--- config.mk ---
export PLATFORM = sky130hd
export DESIGN_NAME = sha1_hash_core
export DESIGN_NICKNAME = d
export VERILOG_FILES = /design/src/design/sha1h_pkg.sv /design/src/design/sha1h_sched.sv /design/src/design/sha1h_round.sv /design/src/design/sha1_hash_core.sv
export SDC_FILE = /design/constraint.sdc
export NUM_CORES = 2
export LEC_CHECK = 0
export ABC_AREA = 1
export BUFFER_PORTS_ARGS = -buffer_cell sky130_fd_sc_hd__buf_2
export CORE_ASPECT_RATIO = 0.7
export CORE_MARGIN = 1
export CORE_UTILIZATION = 49
export CTS_CLUSTER_DIAMETER = 150
export DETAILED_ROUTE_END_ITERATION = 8
export PLACE_DENSITY = 0.64
export RECOVER_POWER = 100
export SKIP_CTS_REPAIR_TIMING = 1
export SLEW_MARGIN = 0
export SYNTH_ARGS = -nofsm -noshare
export SYNTH_HDL_FRONTEND = slang
export SYNTH_HIERARCHICAL = 1
export SYNTH_SLANG_ARGS = --single-unit
--- constraint.sdc ---
create_clock -name clock -period 11 [get_ports clock]
set_clock_uncertainty 0.1 [all_clocks]
set_input_delay 0.55 -clock clock [delete_from_list [all_inputs] [get_ports clock]]
set_output_delay 0.55 -clock clock [all_outputs]
set_load 0.05 [all_outputs]
--- src/design/sha1h_pkg.sv ---
package sha1h_pkg;

   localparam int WORD_W     = 32;
   localparam int NUM_CHAIN  = 5;
   localparam int NUM_SCHED  = 16;
   localparam int WIN_W      = NUM_SCHED * WORD_W;
   localparam int ROUND_W    = 7;
   localparam int INDEX_W    = 6;
   localparam int COUNT_W    = 64;
   localparam int OUT_IDX_W  = 3;

   typedef logic [WORD_W-1:0] word_type;
   typedef word_type [NUM_CHAIN-1:0] chain_type;

   localparam chain_type CHAIN_INIT = {32'hC3D2E1F0, 32'h10325476, 32'h98BADCFE,
                                       32'hEFCDAB89, 32'h67452301};

   localparam logic [INDEX_W-1:0]   LAST_INDEX = 6'd63;
   localparam logic [INDEX_W-1:0]   LEN_INDEX  = 6'd56;
   localparam logic [ROUND_W-1:0]   LAST_ROUND = 7'd79;
   localparam logic [OUT_IDX_W-1:0] LAST_WORD  = 3'd4;
   localparam logic [7:0]           PAD_BYTE   = 8'h80;
   localparam logic [COUNT_W-1:0]   BYTE_BITS  = 64'd8;

   typedef enum logic [2:0] {
      ST_IDLE,
      ST_PAD_ONE,
      ST_PAD_ZERO,
      ST_PAD_LEN,
      ST_ROUND,
      ST_ADD,
      ST_OUT
   } state_type;

   typedef enum logic [1:0] {
      PH_MSG,
      PH_ONE,
      PH_ZERO,
      PH_DONE
   } phase_type;

   typedef struct packed {
      logic       push;
      logic       step;
      logic [7:0] data;
   } sched_ctrl_type;

   typedef struct packed {
      logic               load;
      logic               step;
      logic [ROUND_W-1:0] round_idx;
   } round_ctrl_type;

   function automatic word_type round_k(input logic [ROUND_W-1:0] idx);
      word_type k;
      if (idx < 7'd20) begin
         k = 32'h5A827999;
      end else if (idx < 7'd40) begin
         k = 32'h6ED9EBA1;
      end else if (idx < 7'd60) begin
         k = 32'h8F1BBCDC;
      end else begin
         k = 32'hCA62C1D6;
      end
      return k;
   endfunction

endpackage

--- src/design/sha1h_sched.sv ---
module sha1h_sched (
   input  logic                     clock,
   input  sha1h_pkg::sched_ctrl_type ctrl,
   output sha1h_pkg::word_type       w_cur
);

   logic [sha1h_pkg::WIN_W-1:0] win_ff;
   logic [sha1h_pkg::WIN_W-1:0] win_in;
   sha1h_pkg::word_type         w_next;

   // word i of the window sits at win_ff[WIN_W-1-32*i -: 32]
   always_comb begin
      w_next = win_ff[sha1h_pkg::WIN_W-1 -: 32] ^ win_ff[447:416] ^
               win_ff[255:224] ^ win_ff[95:64];
      w_next = {w_next[30:0], w_next[31]};
   end

   always_comb begin
      win_in = win_ff;
      if (ctrl.push) begin
         win_in = {win_ff[sha1h_pkg::WIN_W-9:0], ctrl.data};
      end else if (ctrl.step) begin
         win_in = {win_ff[sha1h_pkg::WIN_W-33:0], w_next};
      end
   end

   always_ff @(posedge clock) begin
      win_ff <= win_in;
   end

   assign w_cur = win_ff[sha1h_pkg::WIN_W-1 -: 32];

endmodule

--- src/design/sha1h_round.sv ---
module sha1h_round (
   input  logic                     clock,
   input  sha1h_pkg::round_ctrl_type ctrl,
   input  sha1h_pkg::chain_type      chain,
   input  sha1h_pkg::word_type       w,
   output sha1h_pkg::chain_type      work
);

   sha1h_pkg::chain_type work_ff;
   sha1h_pkg::chain_type work_in;
   sha1h_pkg::word_type  a, b, c, d, e, f, t;

   always_comb begin
      a = work_ff[0];
      b = work_ff[1];
      c = work_ff[2];
      d = work_ff[3];
      e = work_ff[4];
      if (ctrl.round_idx < 7'd20) begin
         f = (b & c) | (~b & d);
      end else if (ctrl.round_idx >= 7'd40 && ctrl.round_idx < 7'd60) begin
         f = (b & c) | (b & d) | (c & d);
      end else begin
         f = b ^ c ^ d;
      end
      t = {a[26:0], a[31:27]} + f + e + sha1h_pkg::round_k(ctrl.round_idx) + w;
   end

   always_comb begin
      work_in = work_ff;
      if (ctrl.load) begin
         work_in = chain;
      end else if (ctrl.step) begin
         work_in[4] = d;
         work_in[3] = c;
         work_in[2] = {b[1:0], b[31:2]};
         work_in[1] = a;
         work_in[0] = t;
      end
   end

   always_ff @(posedge clock) begin
      work_ff <= work_in;
   end

   assign work = work_ff;

endmodule

--- src/design/sha1_hash_core.sv ---
// SHA-1 over a byte stream, one byte per req word. Every 64th byte starts the
// 80-round compression on the single shared round unit (one round per cycle),
// followed by a step that folds the result into the chaining words. req_stall
// stays high while a block is compressed. A word with req_is_last set (with or
// without a byte) starts padding, fed through the same byte path at one byte per
// cycle outside compression: the 0x80 marker, zeros up to byte 56 and the eight
// length bytes, with an extra compression when the marker lands past byte 55.
// The five digest words H0..H4 then follow on rsp, one per accepted rsp word,
// and the core is ready for the next message once the fifth is taken.
module sha1_hash_core (
   input  logic        clock,
   input  logic        reset,
   input  logic        req_valid,
   output logic        req_stall,
   input  logic [7:0]  req_data_byte,
   input  logic        req_has_byte,
   input  logic        req_is_last,
   output logic        rsp_valid,
   input  logic        rsp_stall,
   output logic [31:0] rsp_digest_word,
   output logic        rsp_word_last
);

   sha1h_pkg::state_type state_ff, state_in;
   sha1h_pkg::phase_type phase_ff, phase_in;

   logic [sha1h_pkg::INDEX_W-1:0]   index_ff, index_in;
   logic [sha1h_pkg::COUNT_W-1:0]   bit_count_ff, bit_count_in;
   logic [sha1h_pkg::ROUND_W-1:0]   round_ff, round_in;
   logic [sha1h_pkg::OUT_IDX_W-1:0] out_idx_ff, out_idx_in;
   sha1h_pkg::chain_type            chain_ff, chain_in;
   sha1h_pkg::chain_type            work;
   sha1h_pkg::word_type             w_cur;

   sha1h_pkg::sched_ctrl_type sched_ctrl;
   sha1h_pkg::round_ctrl_type round_ctrl;

   logic byte_wr;
   logic msg_byte;
   logic rsp_take;

   always_comb begin
      state_in = state_ff;
      unique case (state_ff)
         sha1h_pkg::ST_IDLE: begin
            if (req_valid) begin
               if (req_has_byte && index_ff == sha1h_pkg::LAST_INDEX) begin
                  state_in = sha1h_pkg::ST_ROUND;
               end else if (req_is_last) begin
                  state_in = sha1h_pkg::ST_PAD_ONE;
               end
            end
         end
         sha1h_pkg::ST_PAD_ONE: begin
            state_in = (index_ff == sha1h_pkg::LAST_INDEX) ? sha1h_pkg::ST_ROUND
                                                           : sha1h_pkg::ST_PAD_ZERO;
         end
         sha1h_pkg::ST_PAD_ZERO: begin
            if (index_ff == sha1h_pkg::LEN_INDEX) begin
               state_in = sha1h_pkg::ST_PAD_LEN;
            end else if (index_ff == sha1h_pkg::LAST_INDEX) begin
               state_in = sha1h_pkg::ST_ROUND;
            end
         end
         sha1h_pkg::ST_PAD_LEN: begin
            if (index_ff == sha1h_pkg::LAST_INDEX) begin
               state_in = sha1h_pkg::ST_ROUND;
            end
         end
         sha1h_pkg::ST_ROUND: begin
            if (round_ff == sha1h_pkg::LAST_ROUND) begin
               state_in = sha1h_pkg::ST_ADD;
            end
         end
         sha1h_pkg::ST_ADD: begin
            unique case (phase_ff)
               sha1h_pkg::PH_MSG:  state_in = sha1h_pkg::ST_IDLE;
               sha1h_pkg::PH_ONE:  state_in = sha1h_pkg::ST_PAD_ONE;
               sha1h_pkg::PH_ZERO: state_in = sha1h_pkg::ST_PAD_ZERO;
               sha1h_pkg::PH_DONE: state_in = sha1h_pkg::ST_OUT;
               default:            state_in = sha1h_pkg::ST_IDLE;
            endcase
         end
         sha1h_pkg::ST_OUT: begin
            if (!rsp_stall && out_idx_ff == sha1h_pkg::LAST_WORD) begin
               state_in = sha1h_pkg::ST_IDLE;
            end
         end
         default: state_in = sha1h_pkg::ST_IDLE;
      endcase
   end

   always_comb begin
      byte_wr         = 1'b0;
      msg_byte        = 1'b0;
      sched_ctrl.data = 8'h00;
      phase_in        = phase_ff;
      unique case (state_ff)
         sha1h_pkg::ST_IDLE: begin
            msg_byte        = req_valid && req_has_byte;
            byte_wr         = msg_byte;
            sched_ctrl.data = req_data_byte;
            if (req_valid) begin
               phase_in = req_is_last ? sha1h_pkg::PH_ONE : sha1h_pkg::PH_MSG;
            end
         end
         sha1h_pkg::ST_PAD_ONE: begin
            byte_wr         = 1'b1;
            sched_ctrl.data = sha1h_pkg::PAD_BYTE;
            phase_in        = sha1h_pkg::PH_ZERO;
         end
         sha1h_pkg::ST_PAD_ZERO: begin
            byte_wr = (index_ff != sha1h_pkg::LEN_INDEX);
         end
         sha1h_pkg::ST_PAD_LEN: begin
            byte_wr         = 1'b1;
            sched_ctrl.data = bit_count_ff[sha1h_pkg::COUNT_W-1 -: 8];
            phase_in        = sha1h_pkg::PH_DONE;
         end
         default: begin
         end
      endcase

      rsp_take = (state_ff == sha1h_pkg::ST_OUT) && !rsp_stall;

      sched_ctrl.push = byte_wr;
      sched_ctrl.step = (state_ff == sha1h_pkg::ST_ROUND);

      round_ctrl.load      = byte_wr && index_ff == sha1h_pkg::LAST_INDEX;
      round_ctrl.step      = (state_ff == sha1h_pkg::ST_ROUND);
      round_ctrl.round_idx = round_ff;

      index_in = byte_wr ? index_ff + 6'd1 : index_ff;

      round_in = round_ff;
      if (round_ctrl.load) begin
         round_in = '0;
      end else if (round_ctrl.step) begin
         round_in = round_ff + 7'd1;
      end

      bit_count_in = bit_count_ff;
      if (msg_byte) begin
         bit_count_in = bit_count_ff + sha1h_pkg::BYTE_BITS;
      end else if (state_ff == sha1h_pkg::ST_PAD_LEN) begin
         bit_count_in = {bit_count_ff[sha1h_pkg::COUNT_W-9:0], 8'h00};
      end

      chain_in   = chain_ff;
      out_idx_in = out_idx_ff;
      if (state_ff == sha1h_pkg::ST_ADD) begin
         for (int i = 0; i < sha1h_pkg::NUM_CHAIN; i++) begin
            chain_in[i] = chain_ff[i] + work[i];
         end
      end
      if (rsp_take) begin
         if (out_idx_ff == sha1h_pkg::LAST_WORD) begin
            out_idx_in   = '0;
            chain_in     = sha1h_pkg::CHAIN_INIT;
            bit_count_in = '0;
         end else begin
            out_idx_in = out_idx_ff + 3'd1;
         end
      end
   end

   always_ff @(posedge clock) begin
      if (reset) begin
         state_ff     <= sha1h_pkg::ST_IDLE;
         phase_ff     <= sha1h_pkg::PH_MSG;
         index_ff     <= '0;
         bit_count_ff <= '0;
         round_ff     <= '0;
         out_idx_ff   <= '0;
         chain_ff     <= sha1h_pkg::CHAIN_INIT;
      end else begin
         state_ff     <= state_in;
         phase_ff     <= phase_in;
         index_ff     <= index_in;
         bit_count_ff <= bit_count_in;
         round_ff     <= round_in;
         out_idx_ff   <= out_idx_in;
         chain_ff     <= chain_in;
      end
   end

   sha1h_sched u_sched (
      .clock (clock),
      .ctrl  (sched_ctrl),
      .w_cur (w_cur)
   );

   sha1h_round u_round (
      .clock (clock),
      .ctrl  (round_ctrl),
      .chain (chain_ff),
      .w     (w_cur),
      .work  (work)
   );

   assign req_stall       = (state_ff != sha1h_pkg::ST_IDLE);
   assign rsp_valid       = (state_ff == sha1h_pkg::ST_OUT);
   assign rsp_digest_word = chain_ff[out_idx_ff];
   assign rsp_word_last   = (out_idx_ff == sha1h_pkg::LAST_WORD);

endmodule

==> impl_metrics.csv <==
group,metric,value,unit
global_route,grt_pass1_vias,47600,
timing,max_freq,0.123,GHz
global_route,grt_max_degree,161,
die,die_x,417,um
drt,dr.pass1.iters,8,
synthesis,synth_area,59100,um2
timing,finalHoldViolations,0,
clock_tree,root_buffer,"clkbuf_16",
global_route,grt_overflow,0,
global_route,grt_use_total,35.2,%
worst_setup_path,crit_type,"reg2reg",
global_route,antenna_found_initial,9,
synthesis,ys_ff_latch,917,
timing,rsz0062_at_grt,"false",
synthesis,synth_edf_count,672,
synthesis,syn-num-nets,8165,
outcome,status,"complete, but fails checks",
synthesis,avgSynthCellArea,7.55,um2
layout,synthToLayoutAreaGrowth,6.72,%
synthesis,yosys.cell_types.count,54,
die,io_pins,49,
timing,final_max_slew_viol_count,897,
drt,drt_iter0_drc,6804,
drt,drc_errors,0,
timing,period_share,73.7,%
die,dieArea,122000,um2
drt,drtAntennaViolNets,0,
layout,drive_gt1_share,3.62,%
power_and_ir_drop,ir_drop,0.136,mV
worst_setup_path,setup.worst_path.start_class,"flop",
drt,wire_per_inst,23.2,um
power_and_ir_drop,p_per_area,195,nW/um2
timing,final.setup.tns,0,ns
placed_design,io_buffers,48,
die,dieHeight,293,um
worst_setup_path,end_kind,"flop",
drt,avgViaCountPerCell,5.68,
placed_design,gp_congestion,1.10,
drt,via_count,53500,
synthesis,async_flop_share,0,%
die,rows,106,
timing,min_period,8.11,ns
drt,wl,218000,um
synthesis,synthFlopType,"edfxtp_1",
min_path,holdCritPathClass,"in2reg",
placed_design,hpwl,167000,um
clock_tree,cts_buffer_depth,3,
synthesis,synth_cells,7828,
layout,nets,8057,
timing,worst_pin_slew,3.65,ns
clock_tree,worstSkewPairLatency,0.73,ns
power_and_ir_drop,p_leak,28.2,nW
timing,slew_headroom,-143,%
clock_tree,clk_pin_slew_worst_paths,0.06,ns
clock_tree,cts_tree,"built",
power_and_ir_drop,p_total,12.3,mW
clock_tree,htreeDepth,3,
worst_setup_path,arrival,8.61,ns
die,fp.coreArea,119000,um2
die,initial_core_util,49.4,%
job,drv_cap,17,
clock_tree,clkSinkCount,917,
timing,setup_viol,0,
synthesis,seq_area_frac_synth,42.5,%
worst_setup_path,required,11.51,ns
clock_tree,cts_made_buffers,96,
synthesis,yosysWarnings,6,
worst_setup_path,critPathMaxFanout,48,
outcome,violations,"capacitance limit, slew limit",
global_route,grt_pass1_wl,317000,um
==> sequential cells by signal, indices dropped and copies added (netlist names) <==
register / cells
state_ff: 3
u_round/a: 32
bit_count_ff: 64
u_sched/win_ff: 512
phase_ff: 2
u_round/b: 32
u_round/e: 32
round_ff: 7
index_ff: 6
chain_ff: 160
out_idx_ff: 3
u_round/c: 32
u_round/d: 32
==> cell type report <==
type / instances / area, um2
fillers: 11800 / 56400
well taps: 1620 / 2030
clock inverters: 41 / 389
repair buffers: 101 / 553
diodes: 3 / 7.51
multi-input cells: 5705 / 28900
clock buffers: 136 / 2690
inverters: 899 / 3390
flip-flops and latches: 917 / 25100
==> metrics by stage <==
step / cell area, um2 / hold WS [ns] / std cells / worst slack, ns / util, %
4_1_cts: 63200 / 0.0186 / 9419 / 5.76 / 52.9
6_report: 63000 / 0.0622 / 9422 / 2.89 / 52.8
2_1_floorplan: 59100 / 0.316 / 7828 / 2.75 / -
3_5_place_dp: 60100 / 0.327 / 9242 / 5.77 / 50.3
5_1_grt: 63000 / 0.0550 / 9419 / 2.66 / 52.8
3_3_place_gp: 60100 / 0.325 / 9242 / 5.85 / 50.3
==> placed cells by master (no fill, tap or decap), types with 18 or more instances in the layout <==
| cell type | Yosys | routed |
|---|---|---|
| nand2_1 | 2959 | 2962 |
| inv_1 | 881 | 879 |
| edfxtp_1 | 672 | 672 |
| o21ai_0 | 541 | 571 |
| a21oi_1 | 478 | 478 |
| nor2_1 | 453 | 454 |
| nand3_1 | 381 | 382 |
| dfxtp_1 | 245 | 244 |
| ha_1 | 198 | 198 |
| fa_1 | 125 | 125 |
| clkbuf_16 | 0 | 96 |
| nor3_1 | 82 | 83 |
| clkbuf_1 | 104 | 74 |
| xor2_1 | 61 | 61 |
| nand4_1 | 49 | 49 |
| xnor2_1 | 47 | 47 |
| buf_4 | 55 | 37 |
| or2_2 | 35 | 33 |
| o211ai_1 | 32 | 32 |
| o21a_1 | 27 | 27 |
| nand3b_1 | 27 | 27 |
| o21bai_1 | 22 | 22 |
| a211oi_1 | 17 | 19 |
| a21o_1 | 18 | 18 |
==> cell families (layout without fill, tap and decap cells) <==
family / count (synthesis) / after routing / share of synthesized area, %
flip-flops: 917 / 917 / 42.5
XOR/XNOR: 108 / 108 / 1.60
adder cells (fa/ha/maj): 323 / 323 / 8.43
multiplexers: 16 / 16 / 0.271
buffers and inverters: 1206 / 1177 / 8.56
other: 0 / 3 / 0
AND/OR/NAND/NOR: 4038 / 4038 / 27.6
AO/OA/AOI/OAI: 1220 / 1220 / 11.1
==> critical path, cell delays in order, from the launching register on <==
cell	delay (ns)
dfxtp_1	0.30
clkbuf_1	1.23
clkinv_1	0.90
clkbuf_1	0.78
ha_1	0.46
nand2_1	0.10
inv_1	0.11
a31oi_1	0.32
clkbuf_1	2.00
buf_4	0.91
nand2_1	0.40
a211oi_1	0.27
==> synth_stat cells, types with 35 or more instances <==
| cell | instances | area [um2] |
|---|---|---|
| a21oi_1 | 478 | 2390 |
| buf_2 | 108 | 541 |
| buf_4 | 55 | 413 |
| clkbuf_1 | 104 | 390 |
| dfxtp_1 | 245 | 4900 |
| edfxtp_1 | 672 | 20200 |
| fa_1 | 125 | 2500 |
| ha_1 | 198 | 2480 |
| inv_1 | 881 | 3310 |
| nand2_1 | 2959 | 11100 |
| nand3_1 | 381 | 1910 |
| nand4_1 | 49 | 307 |
| nor2_1 | 453 | 1700 |
| nor3_1 | 82 | 410 |
| o21ai_0 | 541 | 2710 |
| or2_2 | 35 | 219 |
| xnor2_1 | 47 | 412 |
| xor2_1 | 61 | 534 |
==> path summary, 6_finish.rpt <==
check,slack [ns],endpoint,from,cells after the start
worst max register to register,2.89,bit_count_ff[4],out_idx_ff[1],11
worst min-delay path,0.06,phase_ff[0],req_is_last,3
worst max-delay path,2.89,bit_count_ff[4],out_idx_ff[1],11
worst min register to register,0.34,bit_count_ff[1],bit_count_ff[1],2
==> power by group <==
part | internal, mW | switching (mW)
registers | 4.85 | 0.501
clock network | 1.81 | 1.49
logic | 1.17 | 2.50
total | 7.82 | 4.49
==> routing by layer <==
metal	wire length [um]	GRT usage, %	vias to the layer above
li1	-	-	25200
met1	104000	55.8	25400
met2	76000	41.8	2684
met3	33600	16.1	266
met4	4230	6.44	12
met5	537	1.26	-
(Power assumes the default switching activity.)
